### src/design/adat_pkg.sv
`default_nettype none
// ----------------------------------------------------------------------------
// adat_pkg
// Shared constants, codes and types for the alert coalescing table.
// ----------------------------------------------------------------------------
package adat_pkg;

  localparam int DEFAULT_DEPTH = 16;
  localparam logic [11:0] DEDUP_RESET = 12'd60;
  localparam logic [29:0] NS_PER_SEC = 30'd1000000000;

  localparam logic [1:0] KIND_STATUS = 2'd0;
  localparam logic [1:0] KIND_RECORD = 2'd1;
  localparam logic [1:0] KIND_DONE   = 2'd2;

  localparam logic [1:0] ST_MERGED   = 2'd0;
  localparam logic [1:0] ST_INSERTED = 2'd1;
  localparam logic [1:0] ST_DROPPED  = 2'd2;

  localparam int REC_W = 8 + 32 + 64 + 16 + 2 + 16;

  typedef struct packed {
    logic [7:0]  attack_type;
    logic [31:0] source_ip;
    logic [63:0] first_time;
    logic [15:0] peak_score;
    logic [1:0]  max_severity;
    logic [15:0] count;
  } rec_t;

  typedef struct packed {
    logic load_req;
    logic rd_start;
    logic rd_next;
    logic wr_merge;
    logic wr_insert;
    logic pop;
  } cmd_t;

  typedef struct packed {
    logic rd_hit;
    logic rd_old;
    logic scan_end;
    logic full;
    logic empty;
  } stat_t;

endpackage
`default_nettype wire

### src/design/adat_ram.sv
`default_nettype none
// ----------------------------------------------------------------------------
// adat_ram
// Generic single-port-write, single-port-read RAM with registered read.
// ----------------------------------------------------------------------------
module adat_ram #(
  parameter int WIDTH = 8,
  parameter int DEPTH = 16
) (
  input  wire logic                     clk,
  input  wire logic                     we,
  input  wire logic [$clog2(DEPTH)-1:0] waddr,
  input  wire logic [WIDTH-1:0]         wdata,
  input  wire logic [$clog2(DEPTH)-1:0] raddr,
  output logic      [WIDTH-1:0]         rdata
);

  logic [WIDTH-1:0] mem [DEPTH];

  always_ff @(posedge clk) begin
    if (we) begin
      mem[waddr] <= wdata;
    end
    rdata <= mem[raddr];
  end

endmodule
`default_nettype wire

### src/design/adat_datapath.sv
`default_nettype none
// ----------------------------------------------------------------------------
// adat_datapath
// Request registers, cutoff, ring pointers, entry memory and compare logic.
// ----------------------------------------------------------------------------
module adat_datapath
  import adat_pkg::*;
#(
  parameter int DEPTH = DEFAULT_DEPTH
) (
  input  wire logic        clk,
  input  wire logic        rst,
  input  wire logic        cfg_we,
  input  wire logic [11:0] cfg_wdata,
  input  wire logic [7:0]  attack_type,
  input  wire logic [31:0] source_ip,
  input  wire logic [62:0] time_ns,
  input  wire logic [15:0] score,
  input  wire logic [1:0]  severity,
  input  wire cmd_t        cmd,
  output stat_t            stat,
  output rec_t             rd_rec
);

  localparam int AW = $clog2(DEPTH);
  localparam int CW = $clog2(DEPTH + 1);
  localparam logic [AW-1:0] LAST_SLOT = AW'(DEPTH - 1);
  localparam logic [CW-1:0] FULL_CNT = CW'(DEPTH);

  logic [11:0] dedup_seconds;
  logic [7:0]  req_attack_type;
  logic [31:0] req_source_ip;
  logic [62:0] req_time;
  logic [15:0] req_score;
  logic [1:0]  req_severity;
  logic [41:0] window_ns;
  logic [63:0] cutoff;
  logic [AW-1:0] head;
  logic [CW-1:0] occupancy;
  logic [CW-1:0] scan_idx;
  logic [AW-1:0] rd_slot;
  logic [AW-1:0] rd_slot_q;
  logic [AW-1:0] slot_next;
  logic [AW-1:0] tail_slot;
  logic          ram_we;
  logic [AW-1:0] ram_waddr;
  rec_t          ram_wdata;
  logic [REC_W-1:0] ram_rdata;

  function automatic logic [AW-1:0] slot_inc(input logic [AW-1:0] s);
    slot_inc = (s == LAST_SLOT) ? '0 : s + AW'(1);
  endfunction

  always_ff @(posedge clk) begin
    if (rst) begin
      dedup_seconds <= DEDUP_RESET;
    end else if (cfg_we) begin
      dedup_seconds <= cfg_wdata;
    end
  end

  // The window product is registered before the cutoff subtraction.
  always_ff @(posedge clk) begin
    if (cmd.load_req) begin
      req_attack_type <= attack_type;
      req_source_ip <= source_ip;
      req_time <= time_ns;
      req_score <= score;
      req_severity <= severity;
      window_ns <= 42'(dedup_seconds * NS_PER_SEC);
    end
    cutoff <= {1'b0, req_time} - {22'd0, window_ns};
  end

  always_comb begin
    tail_slot = head + AW'(occupancy[AW-1:0]);
    if ({1'b0, head} + CW'(occupancy) >= CW'(DEPTH) + (CW + 1)'(0)) begin
      tail_slot = AW'({1'b0, head} + occupancy - FULL_CNT);
    end
    slot_next = slot_inc(rd_slot_q);
    rd_slot = rd_slot_q;
    if (cmd.rd_start) begin
      rd_slot = head;
    end else if (cmd.rd_next) begin
      rd_slot = slot_next;
    end else if (cmd.pop) begin
      rd_slot = slot_inc(head);
    end
  end

  always_ff @(posedge clk) begin
    if (rst) begin
      head <= '0;
      occupancy <= '0;
      scan_idx <= '0;
      rd_slot_q <= '0;
    end else begin
      rd_slot_q <= rd_slot;
      if (cmd.rd_start) begin
        scan_idx <= '0;
      end else if (cmd.rd_next) begin
        scan_idx <= scan_idx + CW'(1);
      end
      if (cmd.wr_insert) begin
        occupancy <= occupancy + CW'(1);
      end else if (cmd.pop) begin
        occupancy <= occupancy - CW'(1);
        head <= slot_inc(head);
      end
    end
  end

  assign rd_rec = rec_t'(ram_rdata);

  always_comb begin
    ram_we = cmd.wr_merge | cmd.wr_insert;
    ram_waddr = cmd.wr_merge ? rd_slot_q : tail_slot;
    if (cmd.wr_merge) begin
      ram_wdata = rd_rec;
      if (rd_rec.count != 16'hFFFF) begin
        ram_wdata.count = rd_rec.count + 16'd1;
      end
      if (req_score > rd_rec.peak_score) begin
        ram_wdata.peak_score = req_score;
      end
      if (req_severity > rd_rec.max_severity) begin
        ram_wdata.max_severity = req_severity;
      end
    end else begin
      ram_wdata.attack_type = req_attack_type;
      ram_wdata.source_ip = req_source_ip;
      ram_wdata.first_time = {1'b0, req_time};
      ram_wdata.peak_score = req_score;
      ram_wdata.max_severity = req_severity;
      ram_wdata.count = 16'd1;
    end
  end

  adat_ram #(.WIDTH(REC_W), .DEPTH(DEPTH)) u_ram (
    .clk   (clk),
    .we    (ram_we),
    .waddr (ram_waddr),
    .wdata (ram_wdata),
    .raddr (rd_slot),
    .rdata (ram_rdata)
  );

  always_comb begin
    stat.rd_hit = (rd_rec.attack_type == req_attack_type)
                  && (rd_rec.source_ip == req_source_ip)
                  && ($signed(rd_rec.first_time) >= $signed(cutoff));
    stat.rd_old = $signed(rd_rec.first_time) < $signed(cutoff);
    stat.scan_end = scan_idx >= occupancy;
    stat.full = occupancy >= FULL_CNT;
    stat.empty = occupancy == '0;
  end

  ap_occ_bound: assert property (@(posedge clk) disable iff (rst)
    occupancy <= FULL_CNT) else $error("occupancy exceeds depth");
  ap_no_insert_full: assert property (@(posedge clk) disable iff (rst)
    cmd.wr_insert |-> !stat.full) else $error("insert into full ring");
  ap_no_pop_empty: assert property (@(posedge clk) disable iff (rst)
    cmd.pop |-> !stat.empty) else $error("pop from empty ring");

endmodule
`default_nettype wire

### src/design/adat_ctrl.sv
`default_nettype none
// ----------------------------------------------------------------------------
// adat_ctrl
// Sequencer for the submit scan and the flush pop loop, with result register.
// ----------------------------------------------------------------------------
module adat_ctrl
  import adat_pkg::*;
(
  input  wire logic        clk,
  input  wire logic        rst,
  input  wire logic        in_valid,
  output logic             in_ready,
  input  wire logic        req_type,
  output logic             out_valid,
  input  wire logic        out_ready,
  output logic [1:0]       kind,
  output logic [1:0]       submit_status,
  output logic [7:0]       out_attack_type,
  output logic [31:0]      out_source_ip,
  output logic [1:0]       max_severity,
  output logic [15:0]      peak_score,
  output logic [15:0]      alert_count,
  output logic             last,
  output cmd_t             cmd,
  input  wire stat_t       stat,
  input  wire rec_t        rd_rec
);

  typedef enum logic [2:0] {
    S_IDLE, S_CUT, S_SREAD, S_SCHK, S_FREAD, S_FCHK, S_WAIT
  } state_t;

  state_t state;
  logic   is_flush;
  logic   out_free;
  logic   out_load;

  assign out_free = !out_valid || out_ready;
  assign in_ready = (state == S_IDLE);
  assign out_load = out_free && (((state == S_SCHK) && !cmd.rd_next) || (state == S_FCHK));

  always_comb begin
    cmd = '0;
    cmd.load_req = in_valid && in_ready;
    case (state)
      S_CUT:   cmd.rd_start = 1'b1;
      S_SCHK: begin
        if (!stat.scan_end && stat.rd_hit && out_free) begin
          cmd.wr_merge = 1'b1;
        end else if (!stat.scan_end && !stat.rd_hit) begin
          cmd.rd_next = 1'b1;
        end else if (stat.scan_end && !stat.full && out_free) begin
          cmd.wr_insert = 1'b1;
        end
      end
      S_FCHK: begin
        if (!stat.empty && stat.rd_old && out_free) begin
          cmd.pop = 1'b1;
        end
      end
      default: ;
    endcase
  end

  always_ff @(posedge clk) begin
    if (rst) begin
      state <= S_IDLE;
      out_valid <= 1'b0;
      is_flush <= 1'b0;
    end else begin
      if (out_valid && out_ready && !out_load) begin
        out_valid <= 1'b0;
      end
      case (state)
        S_IDLE: begin
          if (in_valid) begin
            is_flush <= req_type;
            state <= S_CUT;
          end
        end
        S_CUT: state <= is_flush ? S_FREAD : S_SREAD;
        S_SREAD: state <= S_SCHK;
        S_SCHK: begin
          if (cmd.rd_next) begin
            state <= S_SREAD;
          end else if (out_free) begin
            out_valid <= 1'b1;
            kind <= KIND_STATUS;
            last <= 1'b1;
            out_attack_type <= '0;
            out_source_ip <= '0;
            max_severity <= '0;
            peak_score <= '0;
            alert_count <= '0;
            submit_status <= cmd.wr_merge ? ST_MERGED :
                             (cmd.wr_insert ? ST_INSERTED : ST_DROPPED);
            state <= S_WAIT;
          end
        end
        S_FREAD: state <= S_FCHK;
        S_FCHK: begin
          if (out_free) begin
            out_valid <= 1'b1;
            submit_status <= ST_MERGED;
            if (cmd.pop) begin
              kind <= KIND_RECORD;
              last <= 1'b0;
              out_attack_type <= rd_rec.attack_type;
              out_source_ip <= rd_rec.source_ip;
              max_severity <= rd_rec.max_severity;
              peak_score <= rd_rec.peak_score;
              alert_count <= rd_rec.count;
              state <= S_FREAD;
            end else begin
              kind <= KIND_DONE;
              last <= 1'b1;
              out_attack_type <= '0;
              out_source_ip <= '0;
              max_severity <= '0;
              peak_score <= '0;
              alert_count <= '0;
              state <= S_WAIT;
            end
          end
        end
        S_WAIT: state <= S_IDLE;
        default: state <= S_IDLE;
      endcase
    end
  end

  ap_one_write: assert property (@(posedge clk) disable iff (rst)
    $countones({cmd.wr_merge, cmd.wr_insert, cmd.pop}) <= 1)
    else $error("conflicting table updates");
  ap_pop_emits: assert property (@(posedge clk) disable iff (rst)
    cmd.pop |=> out_valid && kind == KIND_RECORD)
    else $error("pop without record");
  ap_idle_quiet: assert property (@(posedge clk) disable iff (rst)
    state == S_IDLE |-> !cmd.pop && !cmd.wr_insert && !cmd.wr_merge)
    else $error("table update while idle");

endmodule
`default_nettype wire

### src/design/alert_dedup_aggregation_table.sv
`default_nettype none
// ----------------------------------------------------------------------------
// alert_dedup_aggregation_table
// Alert coalescing table kept as a ring of aggregated records.
// ----------------------------------------------------------------------------
// Requests arrive on the in_valid/in_ready channel; req_type 0 submits an
// alert and req_type 1 flushes aged records at the given time. Results
// leave on out_valid/out_ready, one transfer each, with last set on the
// final result of a request. A submit yields one status result, a flush
// yields one record per aged entry popped from the head of the ring, up to
// the first entry that is not aged, and then a done result. The entry store
// is one RAM with registered read, so each step of the ring walk has a read
// state and then a check state. After the final result is loaded the
// sequencer passes through S_WAIT to S_IDLE before it takes the next request.
// One request is handled at a time; in_ready is high only when idle. When
// the receiver stalls the sequencer holds in its check state, once it has a
// result to load, until the result register frees. Reset empties the ring
// and sets the window to 60 seconds. The user must write dedup_seconds
// through cfg_we/cfg_wdata only while idle; the block does not enforce this.
// ----------------------------------------------------------------------------
module alert_dedup_aggregation_table
  import adat_pkg::*;
#(
  parameter int DEPTH = DEFAULT_DEPTH
) (
  input  wire logic        clk,
  input  wire logic        rst,
  input  wire logic        cfg_we,
  input  wire logic [11:0] cfg_wdata,
  input  wire logic        in_valid,
  output logic             in_ready,
  input  wire logic        req_type,
  input  wire logic [7:0]  attack_type,
  input  wire logic [31:0] source_ip,
  input  wire logic [62:0] time_ns,
  input  wire logic [15:0] score,
  input  wire logic [1:0]  severity,
  output logic             out_valid,
  input  wire logic        out_ready,
  output logic [1:0]       kind,
  output logic [1:0]       submit_status,
  output logic [7:0]       out_attack_type,
  output logic [31:0]      out_source_ip,
  output logic [1:0]       max_severity,
  output logic [15:0]      peak_score,
  output logic [15:0]      alert_count,
  output logic             last
);

  cmd_t  cmd;
  stat_t stat;
  rec_t  rd_rec;

  adat_ctrl u_ctrl (
    .clk, .rst, .in_valid, .in_ready, .req_type, .out_valid, .out_ready,
    .kind, .submit_status, .out_attack_type, .out_source_ip, .max_severity,
    .peak_score, .alert_count, .last, .cmd, .stat, .rd_rec
  );

  adat_datapath #(.DEPTH(DEPTH)) u_dp (
    .clk, .rst, .cfg_we, .cfg_wdata, .attack_type, .source_ip, .time_ns,
    .score, .severity, .cmd, .stat, .rd_rec
  );

endmodule
`default_nettype wire

### config.mk
export PLATFORM = sky130hd
export DESIGN_NAME = alert_dedup_aggregation_table
export DESIGN_NICKNAME = d
export VERILOG_FILES = /design/src/design/adat_pkg.sv /design/src/design/adat_ram.sv /design/src/design/adat_datapath.sv /design/src/design/adat_ctrl.sv /design/src/design/alert_dedup_aggregation_table.sv
export SDC_FILE = /design/constraint.sdc
export NUM_CORES = 2
export LEC_CHECK = 0
export ABC_AREA = 1
export BUFFER_PORTS_ARGS = -buffer_cell sky130_fd_sc_hd__buf_2
export CORE_ASPECT_RATIO = 1.1
export CORE_MARGIN = 3
export CORE_UTILIZATION = 30
export CTS_CLUSTER_DIAMETER = 200
export DETAILED_ROUTE_END_ITERATION = 10
export PLACE_DENSITY = 0.44
export REMOVE_ABC_BUFFERS = 1
export SKIP_CTS_REPAIR_TIMING = 1
export SYNTH_ARGS = -nofsm -noshare
export SYNTH_HDL_FRONTEND = slang
export SYNTH_SLANG_ARGS = --single-unit
### constraint.sdc
create_clock -name clk -period 10.1 [get_ports clk]
set_input_delay 1.515 -clock clk [delete_from_list [all_inputs] [get_ports clk]]
set_output_delay 1.515 -clock clk [all_outputs]
set_load 0.01 [all_outputs]
**Word level (Yosys, flattened, before mapping)**

Memories as Yosys holds them, arrays and structs flattened. A register that Yosys moved wholly into a read port is not among the register bits.
Cells that the tools add are included.

- Flip-flop bits (word level): 332
- Memories: 1
- Output and inout bits: 81
- Bits in writable memories: 2208

- Equality and inequality tests: 15
- $mul: 1
- Magnitude comparators: 7
- Reductions and logical operators: 32
- Muxes and demuxes: 72
- Bitwise logic cells: 3
- Add/sub/neg operators: 11

Memory list:

| name | words | width | rd ports | clocked after Yosys merged registers in | write ports | line | RTL |
|---|---|---|---|---|---|---|---|
| u_dp.u_ram.mem | 16 | 138 | 1 | 1 | 1 | adat_ram.sv:18 | `logic [WIDTH-1:0] mem [DEPTH];` |

Operators with widths:

| operator | count |
|---|---|
| two-way mux 138 bit | 1 |
| two-way mux 16 bit | 8 |
| two-way mux 32 bit | 4 |
| >= comparator 64 bit | 1 |
| less-than comparator 64 bit | 1 |
| case mux 16 bit (2 select lines) | 2 |
| case mux 32 bit (2 select lines) | 1 |
| subtractor 63 x 42 -> 64 bit | 1 |
| multiplier 12 x 21 -> 33 bit, second input constant | 1 |
| == test 32 bit | 1 |
| two-way mux 8 bit | 4 |
| two-way mux 4 bit | 7 |
| two-way mux 2 bit | 12 |
| two-way mux 1 bit | 18 |
| two-way mux 3 bit | 6 |
| case mux 3 bit (6 select lines) | 1 |
| adder 16 x 1 -> 16 bit, second input constant | 1 |
| > comparator 16 bit | 1 |
| != test 16 bit, second input constant | 1 |
| case mux 8 bit (2 select lines) | 1 |
| logical AND 1 bit | 14 |
| case mux 2 bit (2 select lines) | 3 |
| adder 5 x 1 -> 5 bit, second input constant | 2 |
| two-way mux 5 bit | 2 |
| 29 further kinds | 47 |

**Logic depth before layout (Yosys ltp)**

- Depth after elaboration: 18
- Depth in mapped cells: 29
- Gate-level depth less buffers: 27

**By module**

A second synthesis with hierarchy kept.

- Cell total of the unflattened synthesis: 11226
- Area total of the unflattened synthesis: 117950.6 um^2

By module, submodules not included:

| module | area each (um^2) | instances | seq. area each (um^2) | cells each |
|---|---|---|---|---|
| adat_ram | 94464.3 | 1 | 69066.2 | 8413 |
| adat_datapath | 20016.7 | 1 | 6506.2 | 2511 |
| adat_ctrl | 3469.6 | 1 | 2472.4 | 302 |

**Worst setup path after synthesis**

Ideal clock, no wire load.

- Kind: input to register
- Start: input out_ready
- End: memory u_dp.u_ram.mem[0][0] (netlist bit), enable pin
- Arrival time: 8.405 ns
- Setup slack: 1.057 ns
- Path buffers: 0
- Stages on the path: 10
- Library setup time: 0.637 ns
- Cell sequence: nor2_1 -> nor2_1 -> inv_1 -> nor2_1 -> nand2_1 -> clkinv_1 -> or2_2 -> o21ai_0 -> nand3_1 -> nor2_1

- Cells in the longest elaborated chain, start to end: 9
- Elaborated cells between the ends (all ways): 12
- Classes of those cells: mux: 8; bitwise: 1; reduce/logical: 3

Ends and longest elaborated chain:

| what | line | RTL |
|---|---|---|
| start, declared | alert_dedup_aggregation_table.sv:39 | `input wire logic out_ready,` |
| logical OR 1 bit * | adat_ctrl.sv:38 | `assign out_free = !out_valid \|\| out_ready;` |
| logical AND 1 bit | adat_ctrl.sv:52 | `end else if (stat.scan_end && !stat.full && out_free) begin` |
| two-way mux 1 bit | adat_ctrl.sv:52 |  |
| two-way mux 1 bit | adat_ctrl.sv:50 | `end else if (!stat.scan_end && !stat.rd_hit) begin` |
| two-way mux 1 bit | adat_ctrl.sv:48 | `if (!stat.scan_end && stat.rd_hit && out_free) begin` |
| two-way mux 3 bit * | adat_ctrl.sv:45 | `case (state)` |
| bitwise OR 1 bit | adat_datapath.sv:116 | `ram_we = cmd.wr_merge \| cmd.wr_insert;` |
| two-way mux 1 bit | adat_ram.sv:21 | `if (we) begin` |
| two-way mux 1 bit (implied by the code) | adat_ram.sv:22 | `mem[waddr] <= wdata;` |
| end, declared | adat_ram.sv:18 |  |

Mark *: on every way between the ends. The rest lies on a longest branch, timed or not.

**Worst setup path after layout**

- Start: register u_dp.u_ram.rdata[97] (read register of u_dp.u_ram.mem)
- End: register u_dp.u_ram.rdata[82] (read register of u_dp.u_ram.mem)

- Cells in the longest elaborated chain, start to end: 9
- Elaborated cells between the ends (all ways): 17
- Classes of those cells: order compare: 2; mux: 8; reduce/logical: 7

Ends and longest elaborated chain:

| what | line | RTL |
|---|---|---|
| start, declared | adat_ram.sv:15 | `output logic [WIDTH-1:0] rdata` |
| >= comparator 64 bit | adat_datapath.sv:151 | `&& ($signed(rd_rec.first_time) >= $signed(cutoff));` |
| logical AND 1 bit | adat_datapath.sv:151 |  |
| zero test 1 bit | adat_ctrl.sv:50 |  |
| logical AND 1 bit | adat_ctrl.sv:50 |  |
| two-way mux 1 bit | adat_ctrl.sv:50 |  |
| two-way mux 1 bit | adat_ctrl.sv:48 |  |
| two-way mux 3 bit | adat_ctrl.sv:45 |  |
| two-way mux 4 bit * | adat_datapath.sv:84 | `end else if (cmd.rd_next) begin` |
| two-way mux 4 bit * | adat_datapath.sv:82 | `if (cmd.rd_start) begin` |

Marked as above.
A chain may end at the register's enable or synchronous reset.

==> results.toml <==
[synth]
ys_ff_latch = 2678
synth_top_family_by_area = "simple AND/OR/NAND/NOR gates"
synth-main-ff-cell = "edfxtp_1"
yosysWarnings = 0
synth_edf_count = 2441
yosys-mux-area-fraction_pct = 0
ys_types = 47
syn_inst = 11324
yosys.area_share.simple_pct = 20.4
synth_compound_area_share_pct = 1.38
synth_area_leader_cell = "edfxtp_1"
yosys.area.top_type_share_pct = 60.9
yosys-top-cells-area = "edfxtp_1 (61%), nand3_1 (11%), nand2_1 (7.0%), inv_1 (5.8%), dfxtp_1 (3.9%)"
ys_seq_area_share_pct = 64.8
syn-cell-area_sq_um = 120000
synth-adder-area-share_pct = 3.90
syn_avg_cell_area_sq_um = 10.6
synth_xor_area_share_pct = 0.946
async_flop_share_pct = 0

[finish]
multi_input_area_sq_um = 32300
areaGrowthSynthToFinish_pct = 13.2
layout_common_cells = "nand3_1 (2,534), edfxtp_1 (2,441), nand2_1 (2,246), inv_1 (1,848), clkbuf_16 (310)"
final_common_cell = "nand3_1"
stdcell_area_sq_um = 136000
seq_area_sq_um = 78000
drive_gt1_share_pct = 7.19
nFillCells = 39833
fin_util_pct = 34.2
nets = 11790

[power_and_ir_drop]
power.density_nw_per_um2 = 286
total_power_mw = 39.0
vdd_drop_max_mv = 0.365
power_leakage_nw = 55.9

[worst_setup_path]
crit_type = "reg -> reg"
rr_endpoint = "u_dp.u_ram.rdata[82]"
cp.arrival_ns = 7.71
cp_max_fo = 98
start_kind = "flop"
reg2reg_from = "u_dp.u_ram.rdata[97]"
r2r_setup_slack_ns = 3.16
end_kind = "flop"
reg2reg_depth = 22
required_ns = 10.87

[global_route]
grt_use_total_pct = 18.0
overflow = 0
antenna_found_initial = 19
grt_max_degree = 216
grt_pass1_vias = 79953
grt_pass1_wl_um = 554000

[sta]
setup_violations = 0
worstMarginPinSlew_ns = 1.39
slew_violations = 0
final.setup.tns_ns = 0
holdWs_ns = 0.383
relSlewSlack_pct = 7.30
period_share_pct = 68.7
min_period_ns = 6.94
fmaxAchievable_mhz = 144
hold_violations = 0
rsz0062_at_grt = "false"
finClkSkew_ns = 0.0437

[route]
wl_um = 378000
avgRoutedWirePerCell_um = 22.4
drtPass1Iterations = 6
vias = 80593
viasPerCell = 4.78
drc = 0
antenna_left = 0
drtIter0Drc = 6274

[clock_network]
clk_path_buf_depth = 4
cts_root_buffer = "clkbuf_16"
htreeDepth = 5
cts_sinks = 2678
clk_pin_slew_ns = 0.06
cts_tree = "done"
clock_latency_ns = 0.92
numCtsBuffers = 301

[job]
maxCapViolCount = 0

[die]
die_area_sq_um = 409000
die-width_um = 610
coreArea_sq_um = 399000
rows = 243
start_util_pct = 30.2
pin_count = 220
die_y_um = 670

[run_status]
outcome = "complete, no violations"

[placed_design]
place_area_sq_um = 127000
gp_congestion = 0.828
place_hpwl_um = 195000
port_buffers = 219

[worst_hold_path]
min-delay-start = "u_dp.req_time[5]"
hold_path.class = "reg -> reg"
min_path_cells = 0
hold_end = "u_dp.cutoff[5]"
-- worst max path at each step --
stage / start / to / slack (ns) / cells after the start
final: u_dp.u_ram.rdata[97] / u_dp.u_ram.rdata[82] / 3.16 / 22
after global routing: u_dp.u_ram.rdata[97] / u_dp.u_ram.rdata[84] / 2.98 / 22
after CTS: u_dp.req_source_ip[12] / u_dp.u_ram.mem[8][108] / 3.21 / 14
after detailed placement: u_dp.req_source_ip[12] / u_dp.u_ram.mem[8][104] / 3.27 / 14
after global placement: u_dp.u_ram.rdata[97] / u_dp.u_ram.rdata[82] / 3.30 / 22
after floorplan: u_ctrl.state[0] / u_dp.u_ram.rdata[0] / -43.26 / 11
-- per-stage QoR --
stage / std cells / setup WS (ns)
after global routing: 16855 / 2.98
after floorplan: 10672 / -43.26
after CTS: 16852 / 3.21
after detailed placement: 16296 / 3.27
after global placement: 16296 / 3.30
final: 16860 / 3.16
-- per-layer routing --
layer  share of wire (%)  GRT usage (%)  up-vias  routed length (um)
li1                    -              -    37870                   -
met1                  46           24.8    40397              172000
met2                  48           30.1     1860              181000
met3                 4.2           2.04      464               15800
met4                 2.4           4.41        2                9160
met5              0.0034              0        -                  13
-- cells in the mapped netlist, drive strengths merged, types with 68 or more instances --
master and n:
inv 1853, buf 423, o21ai 105, clkbuf 229
a21oi 145, nand2 2252, edfxtp 2441, nand3b 276
fa 94, nor2 245, ha 225, dfxtp 237
xor2 68, nand3 2537
-- flip-flops by register name (all words and copies together), names as in the netlist, 2 cells and up --
name and cells:
u_ctrl.state 3, u_ctrl.submit_status 2, u_dp.scan_idx 5, u_ctrl.kind 2
u_ctrl.alert_count 16, u_dp.rd_slot_q 4, u_dp.req_time 63, u_ctrl.max_severity 2
u_ctrl.out_source_ip 32, u_dp.req_severity 2, u_dp.dedup_seconds 12, u_ctrl.peak_score 16
u_ctrl.out_attack_type 8, u_dp.occupancy 5, u_dp.u_ram.mem 2208, u_dp.req_attack_type 8
u_dp.u_ram.rdata 138, u_dp.req_score 16, u_dp.window_ns 33, u_dp.cutoff 64
u_dp.head 4, u_dp.req_source_ip 32
-- cell type report --
| type | instances | area share (%) |
|---|---|---|
| antenna | 8 | 0.0147 |
| clock buffer | 427 | 6.21 |
| clock inverter | 129 | 0.904 |
| inverter | 1854 | 5.13 |
| multi-input combinational | 6140 | 23.7 |
| sequential | 2678 | 57.3 |
| tap | 5267 | 4.84 |
| timing repair buffer | 357 | 1.92 |
-- cell families (layout without fill, tap and decap cells) --
logic type / Yosys count / in the layout
other cells: 0 / 8
compound gates: 304 / 304
flops: 2678 / 2678
xor+xnor: 130 / 130
simple gates: 5387 / 5387
buf+inv: 2506 / 2767
fa+ha+maj: 319 / 319
-- critical path: stages (launching register included) --
cell     delay (ns)
dfxtp_1        0.36
ha_1           0.62
nand2_1        0.16
nor2_2         0.18
nand2_1        0.10
a21oi_1        0.83
nor2_1         0.40
nand4_1        0.24
nand2_1        0.06
nand2_1        0.25
nand3_4        0.08
buf_4          0.32
nand2_1        0.14
nand2_1        0.05
nand2_1        0.10
nand3_4        0.43
nand2_8        0.72
buf_4          0.85
nand2_1        0.13
nand3_1        0.11
nand3_1        0.11
nand3_1        0.13
nand2_1        0.07
-- report_power, final --
group	switching [mW]	leakage [nW]	internal, mW
clock	4.58	4.75	6.29
sequential	0.793	24.7	13.5
combinational	9.83	26.4	4.05
No activity file was read; power rests on OpenSTA's default activity.
